==> config.mk <==
export PLATFORM = sky130hd
export DESIGN_NAME = button_hold_repeat_tracker_top
export DESIGN_NICKNAME = d
export VERILOG_FILES = /design/src/bhrt_pkg.sv /design/src/bhrt_front.sv /design/src/bhrt_mod.sv /design/src/bhrt_back.sv /design/src/button_hold_repeat_tracker_top.sv
export SDC_FILE = /design/constraint.sdc
export NUM_CORES = 1
export LEC_CHECK = 0
export BUFFER_PORTS_ARGS = -buffer_cell sky130_fd_sc_hd__buf_2
export CELL_PAD_IN_SITES_DETAIL_PLACEMENT = 2
export CELL_PAD_IN_SITES_GLOBAL_PLACEMENT = 2
export CORE_UTILIZATION = 37
export CTS_CLUSTER_SIZE = 20
export DETAILED_ROUTE_END_ITERATION = 6
export GPL_TIMING_DRIVEN = 0
export PLACE_DENSITY = 0.89
export SETUP_SLACK_MARGIN = 0.5
export SLEW_MARGIN = 20
export SYNTH_ARGS = -nofsm -noshare
export SYNTH_HDL_FRONTEND = slang
export SYNTH_SLANG_ARGS = --single-unit
==> constraint.sdc <==
create_clock -name clk -period 7.2 [get_ports clk]
set_input_delay 0.72 -clock clk [delete_from_list [all_inputs] [get_ports clk]]
set_output_delay 0.72 -clock clk [all_outputs]
set_load 0.005 [all_outputs]
==> src/bhrt_pkg.sv <==
// ============================================================================
// bhrt_pkg
// Shared types, constants and helpers of the button hold/repeat tracker.
// ============================================================================
package bhrt_pkg;

    // Number of live buttons; lanes at or above it stay idle.
    localparam int BUTTON_COUNT = 8;
    localparam int MAX_LANES    = 8;
    localparam int LANE_W       = $clog2(MAX_LANES);
    localparam int CNT_W        = 16;

    localparam logic [CNT_W-1:0] CNT_MAX      = 16'hFFFD;
    localparam logic [CNT_W-1:0] CNT_RELEASED = 16'hFFFF;

    localparam logic [MAX_LANES-1:0] LANE_MASK =
        MAX_LANES'((17'd1 << BUTTON_COUNT) - 17'd1);

    // Dividend bits consumed per cycle by the modulo unit
    localparam int MOD_BITS_PER_STEP = 4;
    localparam int MOD_STEPS         = CNT_W / MOD_BITS_PER_STEP;
    localparam int MOD_STEP_W        = $clog2(MOD_STEPS);

    // Configuration register indexes
    localparam logic CFG_HOLD_TIME     = 1'b0;
    localparam logic CFG_REPEAT_PERIOD = 1'b1;

    // One frame as handed from the front to the back
    typedef struct packed {
        logic [MAX_LANES-1:0] down;    // 1 = button pressed, unused lanes cleared
        logic [LANE_W-1:0]    query;
    } item_t;

    // One result; packs straight onto the output tdata (pressed in the LSBs)
    typedef struct packed {
        logic [CNT_W-1:0]     time_held;
        logic [MAX_LANES-1:0] repeat_mask;
        logic [MAX_LANES-1:0] held_mask;
        logic [MAX_LANES-1:0] released_mask;
        logic [MAX_LANES-1:0] pressed_mask;
    } result_t;

    typedef enum logic [1:0] {
        ST_IDLE,
        ST_START,
        ST_WAIT,
        ST_EMIT
    } back_state_t;

    function automatic logic [CNT_W-1:0] next_count(input logic [CNT_W-1:0] c,
                                                    input logic down);
        logic [CNT_W-1:0] n;
        if (down) begin
            if (c == CNT_RELEASED)
                n = CNT_W'(1);
            else if (c < CNT_MAX)
                n = c + CNT_W'(1);
            else
                n = c;
        end
        else if (c == '0 || c == CNT_RELEASED) begin
            n = '0;
        end
        else begin
            n = CNT_RELEASED;
        end
        return n;
    endfunction

endpackage

==> src/bhrt_front.sv <==
// ============================================================================
// bhrt_front
// Input side: decodes the button byte into a pressed mask and queues frames.
// ============================================================================
module bhrt_front (
    input  logic                 clk,
    input  logic                 rst_n,
    input  logic                 in_valid,
    output logic                 in_ready,
    input  logic [7:0]           raw_buttons,
    input  logic [2:0]           query_button,
    output logic                 q_valid,
    input  logic                 q_pop,
    output bhrt_pkg::item_t      q_item
);

    bhrt_pkg::item_t mem_reg [2];
    logic            wptr_reg, wptr_next;
    logic            rptr_reg, rptr_next;
    logic [1:0]      fill_reg, fill_next;
    logic            push, pop;
    bhrt_pkg::item_t item_in;

    // Active-low levels to a pressed mask; dead lanes never count
    assign item_in.down  = ~raw_buttons & bhrt_pkg::LANE_MASK;
    assign item_in.query = query_button;

    assign in_ready = (fill_reg != 2'd2);
    assign q_valid  = (fill_reg != 2'd0);
    assign push     = in_valid && in_ready;
    assign pop      = q_pop && q_valid;
    assign q_item   = mem_reg[rptr_reg];

    always_comb
    begin
        wptr_next = push ? ~wptr_reg : wptr_reg;
        rptr_next = pop  ? ~rptr_reg : rptr_reg;
        fill_next = fill_reg + 2'(push) - 2'(pop);
    end

    always_ff @(posedge clk)
    begin
        if (push)
            mem_reg[wptr_reg] <= item_in;
    end

    always_ff @(posedge clk or negedge rst_n)
    begin
        if (!rst_n)
        begin
            wptr_reg <= 1'b0;
            rptr_reg <= 1'b0;
            fill_reg <= 2'd0;
        end
        else
        begin
            wptr_reg <= wptr_next;
            rptr_reg <= rptr_next;
            fill_reg <= fill_next;
        end
    end

endmodule

==> src/bhrt_mod.sv <==
// ============================================================================
// bhrt_mod
// Iterative 16-bit by 8-bit remainder, four dividend bits per cycle.
// ============================================================================
module bhrt_mod (
    input  logic        clk,
    input  logic        rst_n,
    input  logic        start,
    input  logic [15:0] dividend,
    input  logic [7:0]  divisor,
    output logic        done,
    output logic [7:0]  rem
);

    logic [15:0]                          div_reg, div_next;
    logic [7:0]                           rem_reg, rem_next;
    logic [bhrt_pkg::MOD_STEP_W-1:0]      step_reg;
    logic                                 busy_reg;
    logic                                 last_step;

    // Restoring steps; a zero divisor gives junk that the caller ignores
    always_comb
    begin
        logic [8:0]  t;
        logic [7:0]  r;
        logic [15:0] d;
        r = rem_reg;
        d = div_reg;
        for (int i = 0; i < bhrt_pkg::MOD_BITS_PER_STEP; i++)
        begin
            t = {r, d[15]};
            d = {d[14:0], 1'b0};
            if (t >= {1'b0, divisor})
                t = t - {1'b0, divisor};
            r = t[7:0];
        end
        rem_next = r;
        div_next = d;
    end

    assign last_step = (step_reg == bhrt_pkg::MOD_STEP_W'(bhrt_pkg::MOD_STEPS - 1));
    assign rem       = rem_reg;

    always_ff @(posedge clk)
    begin
        if (start)
        begin
            div_reg <= dividend;
            rem_reg <= '0;
        end
        else if (busy_reg)
        begin
            div_reg <= div_next;
            rem_reg <= rem_next;
        end
    end

    always_ff @(posedge clk or negedge rst_n)
    begin
        if (!rst_n)
        begin
            busy_reg <= 1'b0;
            step_reg <= '0;
            done     <= 1'b0;
        end
        else
        begin
            done <= busy_reg && last_step && !start;
            if (start)
            begin
                busy_reg <= 1'b1;
                step_reg <= '0;
            end
            else if (busy_reg)
            begin
                step_reg <= step_reg + 1'b1;
                if (last_step)
                    busy_reg <= 1'b0;
            end
        end
    end

endmodule

==> src/bhrt_back.sv <==
// ============================================================================
// bhrt_back
// Counter update, per-lane repeat sequencing and the result register.
// ============================================================================
module bhrt_back (
    input  logic                 clk,
    input  logic                 rst_n,
    input  logic [7:0]           hold_time,
    input  logic [7:0]           repeat_period,
    input  logic                 q_valid,
    output logic                 q_pop,
    input  bhrt_pkg::item_t      q_item,
    output logic                 res_valid,
    input  logic                 res_ready,
    output bhrt_pkg::result_t    res_data
);

    localparam int LW = bhrt_pkg::LANE_W;
    localparam int NL = bhrt_pkg::MAX_LANES;

    bhrt_pkg::back_state_t          state_reg, state_next;
    logic [bhrt_pkg::CNT_W-1:0]     cnt_reg  [NL];
    logic [bhrt_pkg::CNT_W-1:0]     cnt_next [NL];
    logic [LW-1:0]                  lane_reg;
    logic [LW-1:0]                  mod_lane;
    logic [LW-1:0]                  query_reg;
    logic [NL-1:0]                  rep_reg;
    logic                           mod_start, mod_done;
    logic [7:0]                     mod_rem;
    logic                           last_lane;
    logic                           load_item, emit;
    logic                           rep_bit;
    logic [bhrt_pkg::CNT_W-1:0]     cur_cnt;
    logic [bhrt_pkg::CNT_W-1:0]     hold_cmp;
    logic [bhrt_pkg::CNT_W-1:0]     q_cnt;
    bhrt_pkg::result_t              result;

    assign last_lane = (lane_reg == LW'(bhrt_pkg::BUTTON_COUNT - 1));
    assign cur_cnt   = cnt_reg[lane_reg];

    // The next lane's remainder starts in the cycle the current one finishes
    assign mod_lane  = (state_reg == bhrt_pkg::ST_WAIT) ? LW'(lane_reg + 1'b1) : lane_reg;

    bhrt_mod u_mod (
        .clk      (clk),
        .rst_n    (rst_n),
        .start    (mod_start),
        .dividend (cnt_reg[mod_lane]),
        .divisor  (repeat_period),
        .done     (mod_done),
        .rem      (mod_rem)
    );

    // Next state
    always_comb
    begin
        state_next = state_reg;
        case (state_reg)
            bhrt_pkg::ST_IDLE:
                if (q_valid)
                    state_next = bhrt_pkg::ST_START;
            bhrt_pkg::ST_START:
                state_next = bhrt_pkg::ST_WAIT;
            bhrt_pkg::ST_WAIT:
                if (mod_done && last_lane)
                    state_next = bhrt_pkg::ST_EMIT;
            bhrt_pkg::ST_EMIT:
                if (!res_valid || res_ready)
                    state_next = bhrt_pkg::ST_IDLE;
            default:
                state_next = bhrt_pkg::ST_IDLE;
        endcase
    end

    // State outputs
    always_comb
    begin
        load_item = 1'b0;
        mod_start = 1'b0;
        emit      = 1'b0;
        case (state_reg)
            bhrt_pkg::ST_IDLE:  load_item = q_valid;
            bhrt_pkg::ST_START: mod_start = 1'b1;
            bhrt_pkg::ST_WAIT:  mod_start = mod_done && !last_lane;
            bhrt_pkg::ST_EMIT:  emit      = !res_valid || res_ready;
            default:            load_item = 1'b0;
        endcase
    end

    assign q_pop = load_item;

    always_comb
    begin
        for (int b = 0; b < NL; b++)
        begin
            if (b < bhrt_pkg::BUTTON_COUNT)
                cnt_next[b] = bhrt_pkg::next_count(cnt_reg[b], q_item.down[b]);
            else
                cnt_next[b] = '0;
        end
    end

    // Repeat on any live count; with a period above one, only at remainder one
    assign rep_bit = (cur_cnt != '0) && (cur_cnt != bhrt_pkg::CNT_RELEASED) &&
                     ((repeat_period <= 8'd1) || (mod_rem == 8'd1));

    assign hold_cmp = bhrt_pkg::CNT_W'(hold_time) + bhrt_pkg::CNT_W'(1);
    assign q_cnt    = cnt_reg[query_reg];

    always_comb
    begin
        for (int b = 0; b < NL; b++)
        begin
            result.pressed_mask[b]  = (cnt_reg[b] == bhrt_pkg::CNT_W'(1));
            result.released_mask[b] = (cnt_reg[b] == bhrt_pkg::CNT_RELEASED);
            result.held_mask[b]     = (cnt_reg[b] == hold_cmp);
        end
        result.repeat_mask = rep_reg;
        if ((4'(query_reg) < 4'(bhrt_pkg::BUTTON_COUNT)) &&
            (q_cnt != bhrt_pkg::CNT_RELEASED))
            result.time_held = q_cnt;
        else
            result.time_held = '0;
    end

    always_ff @(posedge clk)
    begin
        if (load_item)
            query_reg <= q_item.query;
        if (emit)
            res_data <= result;
    end

    always_ff @(posedge clk or negedge rst_n)
    begin
        if (!rst_n)
        begin
            state_reg <= bhrt_pkg::ST_IDLE;
            lane_reg  <= '0;
            rep_reg   <= '0;
            res_valid <= 1'b0;
            for (int b = 0; b < NL; b++)
                cnt_reg[b] <= '0;
        end
        else
        begin
            state_reg <= state_next;
            if (load_item)
            begin
                for (int b = 0; b < NL; b++)
                    cnt_reg[b] <= cnt_next[b];
                lane_reg <= '0;
                rep_reg  <= '0;
            end
            else if (state_reg == bhrt_pkg::ST_WAIT && mod_done)
            begin
                rep_reg[lane_reg] <= rep_bit;
                if (!last_lane)
                    lane_reg <= lane_reg + 1'b1;
            end
            if (emit)
                res_valid <= 1'b1;
            else if (res_ready)
                res_valid <= 1'b0;
        end
    end

endmodule

==> src/button_hold_repeat_tracker_top.sv <==
// ============================================================================
// button_hold_repeat_tracker_top
// Per-button hold counters with press, release, hold and auto-repeat events.
// ============================================================================
// One input transfer per frame carries the active-low button byte and the
// index of the button whose held time is wanted; exactly one output transfer
// follows with the pressed, released, held and repeat masks and that time.
// The repeat mask needs a counter-mod-period remainder per button, and one
// shared modulo unit walks the buttons in turn at four dividend bits a cycle,
// starting each button's remainder as the last one finishes; a frame is taken,
// its first remainder started, the remainders worked through and then the
// result register loaded, one frame at a time.
// A two-entry queue behind the input and a result register in front of the
// output decouple the two sides until the queue fills. Configuration
// writes (index 0 hold_time, index 1 repeat_period, both reset to 1) are
// always taken and should only be issued while no frame is in flight.
// ============================================================================
module button_hold_repeat_tracker_top (
    input  logic        clk,
    input  logic        rst_n,
    // Input frame stream
    input  logic        s_tvalid,
    output logic        s_tready,
    input  logic [15:0] s_tdata,    // [7:0] raw_buttons, [10:8] query_button, rest zero
    // Result stream
    output logic        m_tvalid,
    input  logic        m_tready,
    output logic [47:0] m_tdata,    // [7:0] pressed_mask, [15:8] released_mask,
                                    // [23:16] held_mask, [31:24] repeat_mask,
                                    // [47:32] time_held
    // Configuration writes
    input  logic        cfg_valid,
    output logic        cfg_ready,
    input  logic        cfg_addr,
    input  logic [7:0]  cfg_data
);

    logic [7:0]         hold_time_reg;
    logic [7:0]         repeat_period_reg;
    logic               q_valid;
    logic               q_pop;
    bhrt_pkg::item_t    q_item;
    bhrt_pkg::result_t  res_data;

    // Register file: a write is a transfer on the config channel
    assign cfg_ready = 1'b1;

    always_ff @(posedge clk or negedge rst_n)
    begin
        if (!rst_n)
        begin
            hold_time_reg     <= 8'd1;
            repeat_period_reg <= 8'd1;
        end
        else if (cfg_valid)
        begin
            case (cfg_addr)
                bhrt_pkg::CFG_HOLD_TIME:     hold_time_reg     <= cfg_data;
                bhrt_pkg::CFG_REPEAT_PERIOD: repeat_period_reg <= cfg_data;
                default:                     hold_time_reg     <= hold_time_reg;
            endcase
        end
    end

    // Front: decode and queue incoming frames
    bhrt_front u_front (
        .clk          (clk),
        .rst_n        (rst_n),
        .in_valid     (s_tvalid),
        .in_ready     (s_tready),
        .raw_buttons  (s_tdata[7:0]),
        .query_button (s_tdata[10:8]),
        .q_valid      (q_valid),
        .q_pop        (q_pop),
        .q_item       (q_item)
    );

    // Back: counters, repeat sequencing, result register
    bhrt_back u_back (
        .clk           (clk),
        .rst_n         (rst_n),
        .hold_time     (hold_time_reg),
        .repeat_period (repeat_period_reg),
        .q_valid       (q_valid),
        .q_pop         (q_pop),
        .q_item        (q_item),
        .res_valid     (m_tvalid),
        .res_ready     (m_tready),
        .res_data      (res_data)
    );

    assign m_tdata = res_data;

endmodule

==> load_flow_metrics.sql <==
INSERT INTO impl_metrics (metric_group, metric, value, unit) VALUES
('run_status', 'outcome', 'finished with violations', ''),
('run_status', 'violations', 'setup timing', ''),
('setup_path', 'worstReg2RegEnd', 'u_back.u_mod.rem[4]', ''),
('timing', 'timing_hold_violations_final', '0', ''),
('floorplan', 'fp.coreArea', '0.05161', 'mm²'),
('drt', 'detail_route.first_pass.iterations', '5', ''),
('clocking', 'cts_inserted_buffers', '35', ''),
('synthesis', 'synthCells', '2040', ''),
('timing', 'setup_viol_count_final', '8', ''),
('placed_design', 'post-dp-hpwl', '62210', 'µm'),
('timing', 'min_period_over_period', '1.109', ''),
('drt', 'wl', '97800', 'µm'),
('finish', 'drive_above_1_share', '0.1996', ''),
('setup_path', 'timing.critical_path.from_type', 'flip-flop', ''),
('finish', 'max_reg_flops', '128', ''),
('grt', 'antenna_found_initial', '3', ''),
('timing', 'max-slew-margin-rel', '0.1514', ''),
('drt', 'drtIter0Drc', '1985', ''),
('finish', 'design.final.nets', '2318', ''),
('clocking', 'cts-root-buf', 'sky130_fd_sc_hd__clkbuf_16', ''),
('floorplan', 'placement_rows', '83', ''),
('synthesis', 'synth.net_count', '2149', ''),
('synthesis', 'netlist-cell-type-count', '87', ''),
('finish', 'area_growth', '18.56', '%'),
('drt', 'vias_per_cell', '6.762', ''),
('synthesis', 'yosys_warnings', '0', ''),
('setup_path', 'rr_startpoint', 'repeat_period_reg[1]', ''),
('clocking', 'cts-htree-levels', '2', ''),
('synthesis', 'synth_edf_count', '89', ''),
('clocking', 'path_clk_slew', '0.06', 'ns'),
('synthesis', 'synth_area_leaders', 'sky130_fd_sc_hd__dfrtp_1, sky130_fd_sc_hd__edfxtp_1, sky130_fd_sc_hd__mux4_2', ''),
('finish', 'layout_common_cells', 'sky130_fd_sc_hd__o21ai_0, sky130_fd_sc_hd__dfrtp_1, sky130_fd_sc_hd__nor2_1', ''),
('placed_design', 'gp_congestion', '1.025', ''),
('finish', 'regArea', '0.006990', 'mm²'),
('timing', 'tightestPinTransition', '1.238', 'ns'),
('drt', 'routed_via_count', '19717', ''),
('clocking', 'clkSinkCount', '263', ''),
('synthesis', 'synth-seq-area-share', '0.3592', ''),
('timing', 'clock_skew', '0.02345', 'ns'),
('setup_path', 'crit_path_end_kind', 'flip-flop', ''),
('setup_path', 'critical_path_arrival', '8.44', 'ns'),
('timing', 'fmaxAchievable', '0.1252', 'GHz'),
('synthesis', 'postSynthRegisterBits', '263', ''),
('pwr', 'power-per-cell-area', '197.2', 'mW/mm²'),
('drt', 'drt.antenna.violating_nets', '0', ''),
('grt', 'grt_pass1_wl', '137100', 'µm'),
('timing', 'finalCriticalPeriod', '7.984', 'ns'),
('floorplan', 'die_w', '231.3', 'µm'),
('finish', 'mostFrequentLayoutCell', 'sky130_fd_sc_hd__o21ai_0', ''),
('min_path', 'hold_class', 'input pin to asynchronous set/reset pin', ''),
('setup_path', 'critical_path.most_common_cell', 'sky130_fd_sc_hd__o21ai_2', ''),
('setup_path', 'ff2ff_setup_slack', '-0.78', 'ns'),
('setup_path', 'worst-endpoint-required', '7.66', 'ns'),
('floorplan', 'die_outline_area', '0.05350', 'mm²'),
('floorplan', 'ioPinCount', '81', ''),
('setup_path', 'timing.critical_path.buf_inv', '6', ''),
('drt', 'drc', '0', ''),
('grt', 'via_count_of_the_first_global_routing_pass', '20913', ''),
('timing', 'timing.hold.ws', '0.1321', 'ns'),
('clocking', 'tritoncts', 'built', ''),
('grt', 'overflow', '0', ''),
('floorplan', 'initial_utilization', '0.3770', ''),
('synthesis', 'syn_avg_cell_area', '9.537', 'µm²'),
('flow_run', 'timing.max_cap.violations', '0', ''),
('timing', 'rsz0062_at_grt', 'yes', ''),
('synthesis', 'synth_async_sr_flop_share', '0.6312', ''),
('setup_path', 'path_max_fanout', '8', ''),
('placed_design', 'io_buffer_count', '74', ''),
('timing', 'final.setup.worst_slack', '-0.7843', 'ns'),
('setup_path', 'path_class', 'flip-flop to flip-flop', ''),
('setup_path', 'critical-path-slowest-cell', 'sky130_fd_sc_hd__fa_2', '');
[worst max-delay path by stage]
stage	start	to	slack, ns	cells after the start
2_1_floorplan	repeat_period_reg[6]	u_back.u_mod.rem[3]	0.53	33
4_1_cts	repeat_period_reg[0]	u_back.u_mod.rem[7]	0.23	34
3_3_place_gp	repeat_period_reg[6]	u_back.u_mod.rem[0]	-0.46	33
5_1_grt	repeat_period_reg[1]	u_back.u_mod.rem[4]	-0.72	35
6_report	repeat_period_reg[1]	u_back.u_mod.rem[4]	-0.78	34
3_5_place_dp	repeat_period_reg[6]	u_back.u_mod.rem[6]	-0.79	34
[routing by layer]
metal,part of all wire,vias to the layer above,GRT usage
li1,-,7931,-
met1,0.37,10201,0.3963
met2,0.47,1128,0.5706
met3,0.085,457,0.08391
met4,0.075,0,0.2012
met5,0,-,0
[where the power goes]
group	total, µW	switching [µW]	internal [µW]
sequential	1650	52.4	1600
clock	1790	756	1030
combinational	1110	677	431
total	4550	1490	3060
[metrics by stage]
| stage | instances | total power (µW) | area [µm²] | worst slack, ns |
|---|---|---|---|---|
| 2_1_floorplan | 2040 | 2140 | 19470 | 0.5298 |
| 3_3_place_gp | 2794 | 2339 | 20690 | -0.4568 |
| 3_5_place_dp | 2802 | 2433 | 20900 | -0.7860 |
| 4_1_cts | 2897 | 4340 | 22730 | 0.2297 |
| 5_1_grt | 2915 | 4640 | 23060 | -0.7169 |
| 6_report | 2916 | 4548 | 23070 | -0.7843 |
[cells in the mapped netlist, types with 29 or more instances]
library cell               count
sky130_fd_sc_hd__a21oi_1      65
sky130_fd_sc_hd__a31oi_1      37
sky130_fd_sc_hd__clkbuf_1    125
sky130_fd_sc_hd__mux2i_1      67
sky130_fd_sc_hd__and3_1       47
sky130_fd_sc_hd__nor3_1       43
sky130_fd_sc_hd__edfxtp_1     89
sky130_fd_sc_hd__mux4_2       80
sky130_fd_sc_hd__nand3_1      90
sky130_fd_sc_hd__o31a_1       35
sky130_fd_sc_hd__xor2_1       40
sky130_fd_sc_hd__ha_1         75
sky130_fd_sc_hd__dfrtp_1     164
sky130_fd_sc_hd__nand4_1      29
sky130_fd_sc_hd__nor2_1      142
sky130_fd_sc_hd__xnor2_1      62
sky130_fd_sc_hd__inv_1        97
sky130_fd_sc_hd__mux2_2       34
sky130_fd_sc_hd__a22o_1       44
sky130_fd_sc_hd__o21ai_0     226
sky130_fd_sc_hd__nand2_1     111
[cell type report]
cell class	count	share of cell area
Antenna cell	1	0.0001085
Buffer	167	0.03146
Clock buffer	52	0.04475
Clock inverter	11	0.003960
Inverter	99	0.01649
Multi-Input combinational cell	1511	0.5233
Sequential cell	263	0.3030
Tap cell	680	0.03688
Timing Repair Buffer	132	0.03998
[repair_timing]
item,4_1_cts,5_1_grt
gates resized for setup,90,33
endpoints found under the setup margin,8,8
hold buffers,0,0
buffers inserted,32,18
pin swaps,32,26
[cell families (layout without fill, tap and decap cells)]
| kind of cell | after synthesis | after routing | share of synthesized area |
|---|---|---|---|
| adder cells (fa/ha/maj) | 79 | 79 | 0.05235 |
| XOR/XNOR | 102 | 102 | 0.04592 |
| flip-flops | 263 | 263 | 0.3592 |
| multiplexers | 183 | 183 | 0.1481 |
| AO/OA/AOI/OAI | 543 | 543 | 0.1812 |
| AND/OR/NAND/NOR | 603 | 603 | 0.1572 |
| other | 1 | 2 | 0.0001927 |
| buffers and inverters | 266 | 461 | 0.05588 |
No activity file was read; power rests on OpenSTA's default activity.
